### config.mk
export PLATFORM = sky130hd
export DESIGN_NAME = elgamal_decrypt_mod_p
export DESIGN_NICKNAME = d
export VERILOG_FILES = /design/src/rtl/egd_pkg.sv /design/src/rtl/elgamal_decrypt_mod_p.sv /design/src/rtl/egd_mulmod.sv
export SDC_FILE = /design/constraint.sdc
export NUM_CORES = 1
export LEC_CHECK = 0
export BUFFER_PORTS_ARGS = -buffer_cell sky130_fd_sc_hd__buf_2
export CAP_MARGIN = 40
export CORE_MARGIN = 5
export CORE_UTILIZATION = 65
export DETAILED_ROUTE_END_ITERATION = 8
export PLACE_DENSITY = 0.85
export SETUP_SLACK_MARGIN = 0.05
export SLEW_MARGIN = 10
export SYNTH_ARGS = -nofsm -noshare
export SYNTH_HDL_FRONTEND = slang
export SYNTH_SLANG_ARGS = --single-unit
export TNS_END_PERCENT = 1
### constraint.sdc
create_clock -name i_clk -period 15.3 [get_ports i_clk]
set_input_delay 3.06 -clock i_clk [delete_from_list [all_inputs] [get_ports i_clk]]
set_output_delay 3.06 -clock i_clk [all_outputs]
set_load 0.01 [all_outputs]
### src/rtl/egd_pkg.sv
// ----------------------------------------------------------------------------
// egd_pkg
// Shared types and register codes for the ElGamal mod-p decryption block.
// ----------------------------------------------------------------------------
package egd_pkg;

    localparam int unsigned FIELD_W     = 32;
    localparam int unsigned CFG_INDEX_W = 8;

    localparam logic [CFG_INDEX_W-1:0] CFG_MODULUS     = 8'd0;
    localparam logic [CFG_INDEX_W-1:0] CFG_PRIVATE_KEY = 8'd1;

    typedef struct packed {
        logic [FIELD_W-1:0] cipher_first;
        logic [FIELD_W-1:0] cipher_second;
    } t_cipher_in;

    typedef struct packed {
        logic [FIELD_W-1:0] plain_digit;
        logic               key_error;
    } t_plain_out;

endpackage

### src/rtl/elgamal_decrypt_mod_p.sv
// ----------------------------------------------------------------------------
// elgamal_decrypt_mod_p
// ElGamal decryption over Z_p: plain = c2 * c1^(p-1-key) mod p.
// ----------------------------------------------------------------------------
// One ciphertext pair is taken per beat and one result beat comes back. The
// work runs on a single bit-serial modular multiplier, and each exponent bit
// passes through the dispatch state S_EXP. An item needs one product to
// reduce c1, up to two per bit of the exponent p-1-key (multiply into the
// accumulator, then square), and one final product with c2: at most
// (2*MOD_WIDTH + 2) products, fewer for exponents with leading zeros. A key
// above p-1 or a zero modulus returns at once with key_error set and a zero
// digit. The input stalls while an item is in work; a finished result waits
// in the output register while the next item is taken. Configuration must be
// written only while the block is idle; the block itself does not enforce it.
module elgamal_decrypt_mod_p
    import egd_pkg::*;
#(
    parameter int unsigned MOD_WIDTH = 32
) (
    input  logic                   i_clk,
    input  logic                   i_rst_n,
    input  logic                   i_cfg_valid,
    output logic                   o_cfg_ready,
    input  logic [CFG_INDEX_W-1:0] i_cfg_index,
    input  logic [FIELD_W-1:0]     i_cfg_data,
    input  logic                   i_in_valid,
    output logic                   o_in_stall,
    input  t_cipher_in             i_in_data,
    output logic                   o_out_valid,
    input  logic                   i_out_stall,
    output t_plain_out             o_out_data
);

    localparam int unsigned W = MOD_WIDTH;

    typedef enum logic [2:0] {
        S_IDLE,
        S_RED,
        S_EXP,
        S_MACC,
        S_MSQ,
        S_FIN,
        S_DONE
    } t_state;

    t_state     r_state;
    logic [W-1:0] r_modulus;
    logic [W-1:0] r_key;
    logic [W-1:0] r_c2;
    logic [W-1:0] r_e;
    logic [W-1:0] r_acc;
    logic [W-1:0] r_sq;
    logic [W-1:0] r_res;
    logic         r_err;
    logic         r_mul_start;
    logic [W-1:0] r_mul_a;
    logic [W-1:0] r_mul_b;
    logic         r_out_valid;
    t_plain_out   r_out_data;

    logic         mul_done;
    logic [W-1:0] mul_result;
    logic         in_accept;
    logic         out_free;
    logic [W-1:0] c1_in;

    egd_mulmod #(
        .WIDTH (W)
    ) u_mulmod (
        .i_clk    (i_clk),
        .i_rst_n  (i_rst_n),
        .i_start  (r_mul_start),
        .i_a      (r_mul_a),
        .i_b      (r_mul_b),
        .i_m      (r_modulus),
        .o_done   (mul_done),
        .o_result (mul_result)
    );

    assign o_cfg_ready = 1'b1;
    assign o_in_stall  = (r_state != S_IDLE);
    assign in_accept   = i_in_valid && (r_state == S_IDLE);
    assign out_free    = !r_out_valid || !i_out_stall;
    assign c1_in       = i_in_data.cipher_first[W-1:0];

    always_ff @(posedge i_clk) begin
        if (!i_rst_n) begin
            r_state     <= S_IDLE;
            r_modulus   <= W'(2);
            r_key       <= '0;
            r_mul_start <= 1'b0;
            r_out_valid <= 1'b0;
        end else begin
            if (i_cfg_valid) begin
                case (i_cfg_index)
                    CFG_MODULUS:     r_modulus <= i_cfg_data[W-1:0];
                    CFG_PRIVATE_KEY: r_key     <= i_cfg_data[W-1:0];
                    default: ;
                endcase
            end

            // a waiting result is refilled from S_DONE in the same cycle
            if (r_out_valid && !i_out_stall && (r_state != S_DONE)) begin
                r_out_valid <= 1'b0;
            end

            case (r_state)
                S_IDLE: begin
                    r_mul_start <= in_accept && (r_key < r_modulus) &&
                                   (r_modulus != W'(1));
                    if (in_accept) begin
                        r_c2 <= i_in_data.cipher_second[W-1:0];
                        if (r_key >= r_modulus) begin
                            // key too large, or zero modulus
                            r_res   <= '0;
                            r_err   <= 1'b1;
                            r_state <= S_DONE;
                        end else if (r_modulus == W'(1)) begin
                            r_res   <= '0;
                            r_err   <= 1'b0;
                            r_state <= S_DONE;
                        end else begin
                            // reduce c1 as 1 * c1 mod p
                            r_e         <= r_modulus - 1'b1 - r_key;
                            r_acc       <= W'(1);
                            r_mul_a     <= W'(1);
                            r_mul_b     <= c1_in;
                            r_state     <= S_RED;
                        end
                    end
                end
                S_RED: begin
                    r_mul_start <= 1'b0;
                    if (mul_done) begin
                        r_sq    <= mul_result;
                        r_state <= S_EXP;
                    end
                end
                S_EXP: begin
                    r_mul_start <= 1'b1;
                    if (r_e == '0) begin
                        // c2 is reduced inside the final product
                        r_mul_a <= r_acc;
                        r_mul_b <= r_c2;
                        r_state <= S_FIN;
                    end else if (r_e[0]) begin
                        r_mul_a <= r_acc;
                        r_mul_b <= r_sq;
                        r_state <= S_MACC;
                    end else begin
                        r_mul_a <= r_sq;
                        r_mul_b <= r_sq;
                        r_state <= S_MSQ;
                    end
                end
                S_MACC: begin
                    r_mul_start <= mul_done;
                    if (mul_done) begin
                        r_acc       <= mul_result;
                        r_mul_a     <= r_sq;
                        r_mul_b     <= r_sq;
                        r_state     <= S_MSQ;
                    end
                end
                S_MSQ: begin
                    r_mul_start <= 1'b0;
                    if (mul_done) begin
                        r_sq    <= mul_result;
                        r_e     <= r_e >> 1;
                        r_state <= S_EXP;
                    end
                end
                S_FIN: begin
                    r_mul_start <= 1'b0;
                    if (mul_done) begin
                        r_res   <= mul_result;
                        r_err   <= 1'b0;
                        r_state <= S_DONE;
                    end
                end
                S_DONE: begin
                    r_mul_start <= 1'b0;
                    // hold until the output register can take the beat
                    if (out_free) begin
                        r_out_valid            <= 1'b1;
                        r_out_data.plain_digit <= FIELD_W'(r_res);
                        r_out_data.key_error   <= r_err;
                        r_state                <= S_IDLE;
                    end
                end
                default: begin
                    r_mul_start <= 1'b0;
                    r_state     <= S_IDLE;
                end
            endcase
        end
    end

    assign o_out_valid = r_out_valid;
    assign o_out_data  = r_out_data;

endmodule

### src/rtl/egd_mulmod.sv
// ----------------------------------------------------------------------------
// egd_mulmod
// Bit-serial modular multiplier: result = a * b mod m, one bit of b per cycle,
// most significant bit first. Requires a < m; b may be any WIDTH-bit value.
// ----------------------------------------------------------------------------
module egd_mulmod #(
    parameter int unsigned WIDTH = 32
) (
    input  logic             i_clk,
    input  logic             i_rst_n,
    input  logic             i_start,
    input  logic [WIDTH-1:0] i_a,
    input  logic [WIDTH-1:0] i_b,
    input  logic [WIDTH-1:0] i_m,
    output logic             o_done,
    output logic [WIDTH-1:0] o_result
);

    localparam int unsigned CNT_W = $clog2(WIDTH);

    logic             r_busy;
    logic             r_done;
    logic [CNT_W-1:0] r_cnt;
    logic [WIDTH-1:0] r_acc;
    logic [WIDTH-1:0] r_a;
    logic [WIDTH-1:0] r_b;

    logic [WIDTH:0]   dbl;
    logic [WIDTH-1:0] dbl_red;
    logic [WIDTH:0]   sum;
    logic [WIDTH-1:0] n_acc;

    // double, reduce once; then add a if the current bit is set, reduce once
    always_comb begin
        dbl     = {r_acc, 1'b0};
        dbl_red = (dbl >= {1'b0, i_m}) ? WIDTH'(dbl - {1'b0, i_m}) : dbl[WIDTH-1:0];
        sum     = {1'b0, dbl_red} + (r_b[WIDTH-1] ? {1'b0, r_a} : '0);
        n_acc   = (sum >= {1'b0, i_m}) ? WIDTH'(sum - {1'b0, i_m}) : sum[WIDTH-1:0];
    end

    always_ff @(posedge i_clk) begin
        if (!i_rst_n) begin
            r_busy <= 1'b0;
            r_done <= 1'b0;
        end else begin
            if (i_start) begin
                r_busy <= 1'b1;
                r_done <= 1'b0;
                r_cnt  <= CNT_W'(WIDTH - 1);
                r_acc  <= '0;
                r_a    <= i_a;
                r_b    <= i_b;
            end else if (r_busy) begin
                r_acc  <= n_acc;
                r_b    <= {r_b[WIDTH-2:0], 1'b0};
                r_cnt  <= r_cnt - 1'b1;
                r_done <= (r_cnt == '0);
                if (r_cnt == '0) begin
                    r_busy <= 1'b0;
                end
            end else begin
                r_done <= 1'b0;
            end
        end
    end

    assign o_done   = r_done;
    assign o_result = r_acc;

endmodule

==> flow_metrics.py, run 1 <==
metrics = {
    "run_status": {
        "status": "finished, final reports clean",
    },
    "logic_synthesis": {
        "synthArstFlopShare": 0,
        "yosysTopAreaCellShare": 0.4342,
        "ys.warnings.count": 0,
        "ys.flop_type": "edfxtp_1",
        "seq_area_frac_synth": 0.4914,
        "synthTopCellsByArea": "edfxtp_1 43%, ha_1 8.1%, dfxtp_1 5.7%, nand2_1 4.4%, a21oi_1 3.1%",
        "synth_top_cell_by_area": "edfxtp_1",
        "ys_types": 86,
        "syn_nets": 2638,
        "syn_area_sq_um": 24830,
        "synth_area_per_cell_sq_um": 10.50,
        "synth_common_cells": "359 x edfxtp_1, 291 x nand2_1, 160 x ha_1",
        "ys_ff_latch": 430,
        "synth_edf_count": 359,
        "synth_cells": 2365,
        "synth.most_common_cell": "edfxtp_1",
    },
    "detailed_routing": {
        "dr_wl_met3_mm": 4.808,
        "vias_per_cell": 6.270,
        "post_drt_wl_per_cell_microns": 21.33,
        "wirelength_mm": 64.30,
        "drc_errors": 0,
        "dr_wl_met2_mm": 30.01,
        "drt_iter0_markers": 1753,
        "postRouteAntennaNets": 0,
        "num_vias": 18897,
        "routed.top_layer": "met5",
        "drtPass1Iterations": 5,
        "met1Wirelength_mm": 27.51,
    },
    "cts": {
        "cts-resized-gates": 0,
        "cts_made_buffers": 43,
        "htree_levels": 2,
        "clock-root-buffer": "clkbuf_16",
        "cts_buffer_depth": 3,
        "clk_latency_ns": 0.59,
        "path_clk_slew_ns": 0.07,
        "cts_hold_buf": 0,
        "cts.sink_count": 430,
        "postCtsSetupRepairBufs": 0,
        "cts_tree": "done",
    },
    "timing": {
        "fin_crit_sh": 0.6029,
        "finalHoldViolations": 0,
        "max_freq_mhz": 108.4,
        "maxSlewViolCount": 0,
        "tightestPinTransition_ns": 0.8637,
        "fin_tns_setup_ns": 0,
        "fin_crit_ns": 9.224,
        "worst_clock_skew_ns": 0.03245,
        "slew_headroom": 0.4242,
        "grt_setup_unrepaired": "false",
        "setup_viol": 0,
    },
    "global_route": {
        "grt_pass1_wl_mm": 100.4,
        "grt-ovfl-total": 0,
        "grt_start_max_net_pins": 80,
        "antenna_found_initial": 1,
        "grtUsageTotal": 0.3035,
        "grt_pass1_vias": 18662,
    },
    "place": {
        "port_buffers": 143,
        "gp_congestion": 0.9945,
        "hpwl_mm": 47.60,
    },
    "finish": {
        "area_growth_pct": 10.39,
        "diodes": 0,
        "drive_gt1_frac": 0.1290,
        "fill_cells": 2647,
        "seqCellArea_sq_um": 12200,
        "nets": 2746,
        "multi_input_area_sq_um": 11820,
    },
    "die": {
        "initial_core_util": 0.6592,
        "rows": 71,
        "core_area_sq_um": 37670,
        "die_w_microns": 205.4,
        "die_h_microns": 205.4,
        "dieArea_sq_um": 42210,
        "io-pin-count": 145,
    },
    "critical_path": {
        "slowest_stage": "o41ai_2",
        "required_ns": 15.71,
        "rr_startpoint": "r_modulus[10]",
        "crit_start": "r_modulus[10]",
        "path_max_fanout": 31,
        "cpPeakStageDelay_ns": 0.50,
        "worstSetupStartpointType": "flip-flop",
        "criticalPathCategory": "reg -> reg",
        "crit_path_frequent_cell": "a21oi_1",
        "cp-end-kind": "flip-flop",
        "critPathArrivalTime_ns": 9.63,
    },
    "min_path": {
        "hold_start": "r_mul_a[1]",
        "hp-class": "reg -> reg",
    },
    "job": {
        "cap_viol_max_count": 0,
    },
}
==> logic make-up (layout without fill, tap and decap cells) <==
family	count (synthesis)	in the layout	synth area share
mux	130	130	0.05846
buf+inv	214	352	0.03487
xor+xnor	100	100	0.03528
fa+ha+maj	164	164	0.08385
simple gates	740	740	0.1429
flops	430	430	0.4914
compound gates	586	586	0.1531
other cells	1	1	0.0001510
==> layout make-up <==
cell class                      instances  area share
Sequential cell                       430      0.4452
Tap cell                              511     0.02333
Multi-Input combinational cell       1721      0.4314
Inverter                              107     0.01465
Clock inverter                         25    0.007943
Timing Repair Buffer                  170     0.03688
Clock buffer                           50     0.04058
==> state kept, by name, summed over array words and instances, names as in the netlist <==
signal / flops
u_mulmod.r_busy: 1
r_c2: 32
r_err: 1
o_out_data: 33
r_mul_b: 32
r_sq: 32
r_mul_a: 32
u_mulmod.r_cnt: 5
r_state: 3
o_out_valid: 1
u_mulmod.o_done: 1
r_res: 32
r_e: 32
r_mul_start: 1
u_mulmod.r_b: 32
u_mulmod.r_a: 32
u_mulmod.o_result: 32
r_key: 32
r_acc: 32
r_modulus: 32
==> layer usage <==
| metal | GRT usage | vias up |
|---|---|---|
| li1 | - | 8835 |
| met1 | 0.4154 | 9147 |
| met2 | 0.5024 | 785 |
| met3 | 0.04949 | 128 |
| met4 | 0.09354 | 2 |
| met5 | 0 | - |
==> worst paths after layout <==
check	endpoint	slack (ns)	depth (start not counted)
worst max-delay path	u_mulmod.o_result[25]	6.08	32
worst min-delay path	u_mulmod.r_a[1]	0.42	0
worst max register to register	u_mulmod.o_result[25]	6.08	32
worst min register to register	u_mulmod.r_a[1]	0.42	0
==> critical path, delay by kind of cell (launching register included) <==
| family | cells | cell delay (ns) |
|---|---|---|
| AOI/OAI and AO/OA | 15 | 3.96 |
| buffers and inverters | 4 | 1.03 |
| xor gates and xnor gates | 1 | 0.24 |
| and+or+nand+nor | 8 | 2.00 |
| DFF | 1 | 0.38 |
| adders and majority gates | 4 | 1.39 |
==> through the flow <==
| stage | setup slack [ns] | utilization | cells | hold WS [ns] | instance area [sq um] |
|---|---|---|---|---|---|
| 2_1_floorplan | 8.240 | - | 2365 | 0.4003 | 24830 |
| 3_3_place_gp | 6.515 | 0.6885 | 2932 | 0.4007 | 25930 |
| 3_5_place_dp | 6.286 | 0.6924 | 2939 | 0.4045 | 26080 |
| 4_1_cts | 6.189 | 0.7277 | 3014 | 0.4139 | 27410 |
| 5_1_grt | 5.519 | 0.7277 | 3014 | 0.4191 | 27410 |
| 6_report | 6.076 | 0.7277 | 3014 | 0.4150 | 27410 |
==> cells in the final DEF (no fill, tap or decap), types with 7 or more instances in the layout <==
cell       netlist  layout
a21boi_0        71      71
nand3_1         37      37
nor2_1         132     131
nor3_1          25      24
and2_1          80      80
nor4_1          24      24
a211oi_1        16      16
mux2i_1         73      73
xnor2_1         69      69
inv_1          106     106
o21a_1          16      15
mux2_4          21      21
a21oi_1        155     152
nor2b_1         21      20
dfxtp_1         71      70
edfxtp_1       359     359
clkbuf_16        0      43
nand2b_1        15      14
clkinv_1         1       9
and3_1          46      45
a21o_1          60      60
o211ai_1        17      17
mux2_2          36      36
buf_4            4      20
o21ai_0        133     133
o21bai_1        19      19
buf_2            7     143
nand4_1         26      26
xor2_1          31      31
or2_2            7       7
nand2_1        291     291
a31oi_1         16      16
or3_1           12      12
ha_1           160     160
clkinv_2         0       9
Power of run 1 is not shown: default switching activity piles up to over one toggle a cycle in this logic, so the estimate is an artifact.
==> run 2: changes to the inputs <==
--- a/config.mk
+++ b/config.mk
@@ -8,9 +8,9 @@
 export BUFFER_PORTS_ARGS = -buffer_cell sky130_fd_sc_hd__buf_2
 export CAP_MARGIN = 40
 export CORE_MARGIN = 5
-export CORE_UTILIZATION = 65
+export CORE_UTILIZATION = 56
 export DETAILED_ROUTE_END_ITERATION = 8
-export PLACE_DENSITY = 0.85
+export PLACE_DENSITY = 0.78
 export SETUP_SLACK_MARGIN = 0.05
 export SLEW_MARGIN = 10
 export SYNTH_ARGS = -nofsm -noshare
==> constraint.sdc (replaced) <==
create_clock -name i_clk -period 8.1 [get_ports i_clk]
set_input_delay 1.62 -clock i_clk [delete_from_list [all_inputs] [get_ports i_clk]]
set_output_delay 1.62 -clock i_clk [all_outputs]
set_load 0.01 [all_outputs]
==> run 2 against run 1 <==
  * Cell count is 4.2% higher
  * Routed wire length is 2.2% higher
  * Hold slack worse by 0.0031 ns
  * Die area is 15% higher
  * First-iteration DRC count is 15% lower
  * Sequential share of layout area is 1.0 points lower
  * Critical path depth stayed put
  * Count of clock-buffer cells in the layout is 9 higher
  * Sequential cell count stayed put
  * Cell area is 2.4% higher
==> flow_metrics.py, run 2 (synthesized netlist as in run 1, its figures left out) <==
metrics = {
    "timing": {
        "fin_tns_setup_ns": 0,
        "tightestPinTransition_ns": 0.8881,
        "fin_crit_ns": 7.645,
        "grt_setup_unrepaired": "true",
        "worst_clock_skew_ns": 0.02181,
        "fin_crit_sh": 0.9438,
        "maxSlewViolCount": 0,
        "finalHoldViolations": 0,
        "max_freq_mhz": 130.8,
        "hold-worst-slack_ns": 0.4119,
        "setup_viol": 0,
        "slew_headroom": 0.4080,
    },
    "critical_path": {
        "worstSetupStartpointType": "flip-flop",
        "cp-end-kind": "flip-flop",
        "rr_startpoint": "u_mulmod.o_result[1]",
        "path_max_fanout": 24,
        "cpPeakStageDelay_ns": 0.53,
        "critPathArrivalTime_ns": 7.94,
        "required_ns": 8.40,
        "slowest_stage": "or4_1",
        "r2r-end": "u_mulmod.o_result[8]",
        "ff2ff_path_depth": 32,
        "crit_path_frequent_cell": "ha_1",
        "criticalPathCategory": "reg -> reg",
        "rrSetupSlack_ns": 0.46,
    },
    "finish": {
        "final_cell_mix": "359 x edfxtp_1, 291 x nand2_1, 159 x ha_1, 149 x a21oi_1, 143 x buf_2",
        "layout_commonest_cell": "edfxtp_1",
        "multi_input_area_sq_um": 11850,
        "largest_register_ffs": 33,
        "seqCellArea_sq_um": 12200,
        "drive_gt1_frac": 0.1464,
        "fill_cells": 3482,
        "stdcell_area_sq_um": 28050,
        "utilization": 0.6372,
        "nets": 2782,
        "area_growth_pct": 12.99,
    },
    "die": {
        "die_w_microns": 220.6,
        "core_area_sq_um": 44030,
        "rows": 77,
        "io-pin-count": 145,
        "initial_core_util": 0.5639,
        "dieArea_sq_um": 48650,
        "die_h_microns": 220.6,
    },
    "cts": {
        "cts_made_buffers": 46,
        "cts.sink_count": 430,
        "cts_buffer_depth": 3,
        "clock-root-buffer": "clkbuf_16",
        "cts_tree": "done",
        "clk_latency_ns": 0.58,
        "path_clk_slew_ns": 0.06,
        "htree_levels": 2,
        "postCtsSetupRepairBufs": 0,
    },
    "global_route": {
        "grt_pass1_vias": 18445,
        "grtUsageTotal": 0.2635,
        "grt_pass1_wl_mm": 100.7,
        "grt-ovfl-total": 0,
        "antenna_found_initial": 2,
        "grt_start_max_net_pins": 80,
    },
    "place": {
        "gp_congestion": 0.9558,
        "dpl-instance-area_sq_um": 26450,
        "hpwl_mm": 48.28,
        "port_buffers": 143,
    },
    "detailed_routing": {
        "post_drt_wl_per_cell_microns": 20.93,
        "postRouteAntennaNets": 0,
        "wirelength_mm": 65.71,
        "vias_per_cell": 5.997,
        "drc_errors": 0,
        "num_vias": 18832,
        "drtPass1Iterations": 6,
        "drt_iter0_markers": 1483,
    },
    "min_path": {
        "hold_depth": 0,
        "hold_start": "r_mul_a[31]",
        "hp-class": "reg -> reg",
        "whs_endpoint": "u_mulmod.r_a[31]",
    },
    "run_status": {
        "status": "finished, final reports clean",
    },
    "job": {
        "cap_viol_max_count": 0,
    },
}
run 2: changes by cell type in the layout (fill, tap and decap cells not counted), moves of 3 or more:
| cell | before | now |
|---|---|---|
| bufinv_16 | 3 | 7 |
| a21oi_1 | 152 | 149 |
| buf_4 | 20 | 51 |
| clkinvlp_4 | 2 | 5 |
| clkbuf_16 | 43 | 47 |
| clkbuf_1 | 6 | 12 |
| a21oi_2 | 3 | 6 |
| clkinv_1 | 9 | 4 |
run 2: repair_timing:
| item | 4_1_cts | 5_1_grt |
|---|---|---|
| hold buffers | 0 | 0 |
| resized for setup | 0 | 9 |
| endpoints found under the setup margin | 0 | 32 |
run 2: worst max-delay path: cells and delay by family (launching register included):
family,cells,cell delay (ns)
adders and majority gates,3,1.15
AOI/OAI and AO/OA,12,2.05
DFF,1,0.50
muxes,2,0.51
buffers and inverters,5,0.93
and+or+nand+nor,9,2.07
xor gates and xnor gates,1,0.13
run 2: final cells by class:
type	count	area share
diodes	1	0.00008920
clock inverters	27	0.01253
flip-flops and latches	430	0.4350
multi-input cells	1721	0.4222
inverters	107	0.01432
clock buffers	59	0.04353
well taps	592	0.02640
repair buffers	203	0.04589
run 2: metal layers:
| metal | vias up | global-route usage | wire length (microns) |
|---|---|---|---|
| li1 | 8913 | - | - |
| met1 | 9112 | 0.3643 | 28680 |
| met2 | 703 | 0.4372 | 30310 |
| met3 | 102 | 0.03968 | 4808 |
| met4 | 2 | 0.07319 | 1901 |
| met5 | - | 0 | 11 |
run 2: how the worst max path moves through the flow:
stage / start / slack [ns] / depth (start not counted) / to
floorplan: r_modulus[1] / 1.04 / 34 / u_mulmod.o_result[1]
global placement: r_modulus[1] / 0.39 / 36 / u_mulmod.o_result[6]
detailed placement: r_modulus[1] / 0.24 / 36 / u_mulmod.o_result[6]
CTS: r_modulus[1] / 0.18 / 36 / u_mulmod.o_result[6]
global route: r_modulus[15] / -0.01 / 32 / u_mulmod.o_result[12]
finish: u_mulmod.o_result[1] / 0.46 / 32 / u_mulmod.o_result[8]
run 2: metrics by stage:
step,std cells,setup WS (ns)
2_1_floorplan,2365,1.040
5_1_grt,3140,-0.01048
3_5_place_dp,3053,0.2373
3_3_place_gp,3047,0.3914
6_report,3140,0.4553
4_1_cts,3139,0.1780
Power of run 2 is left out for the same reason.
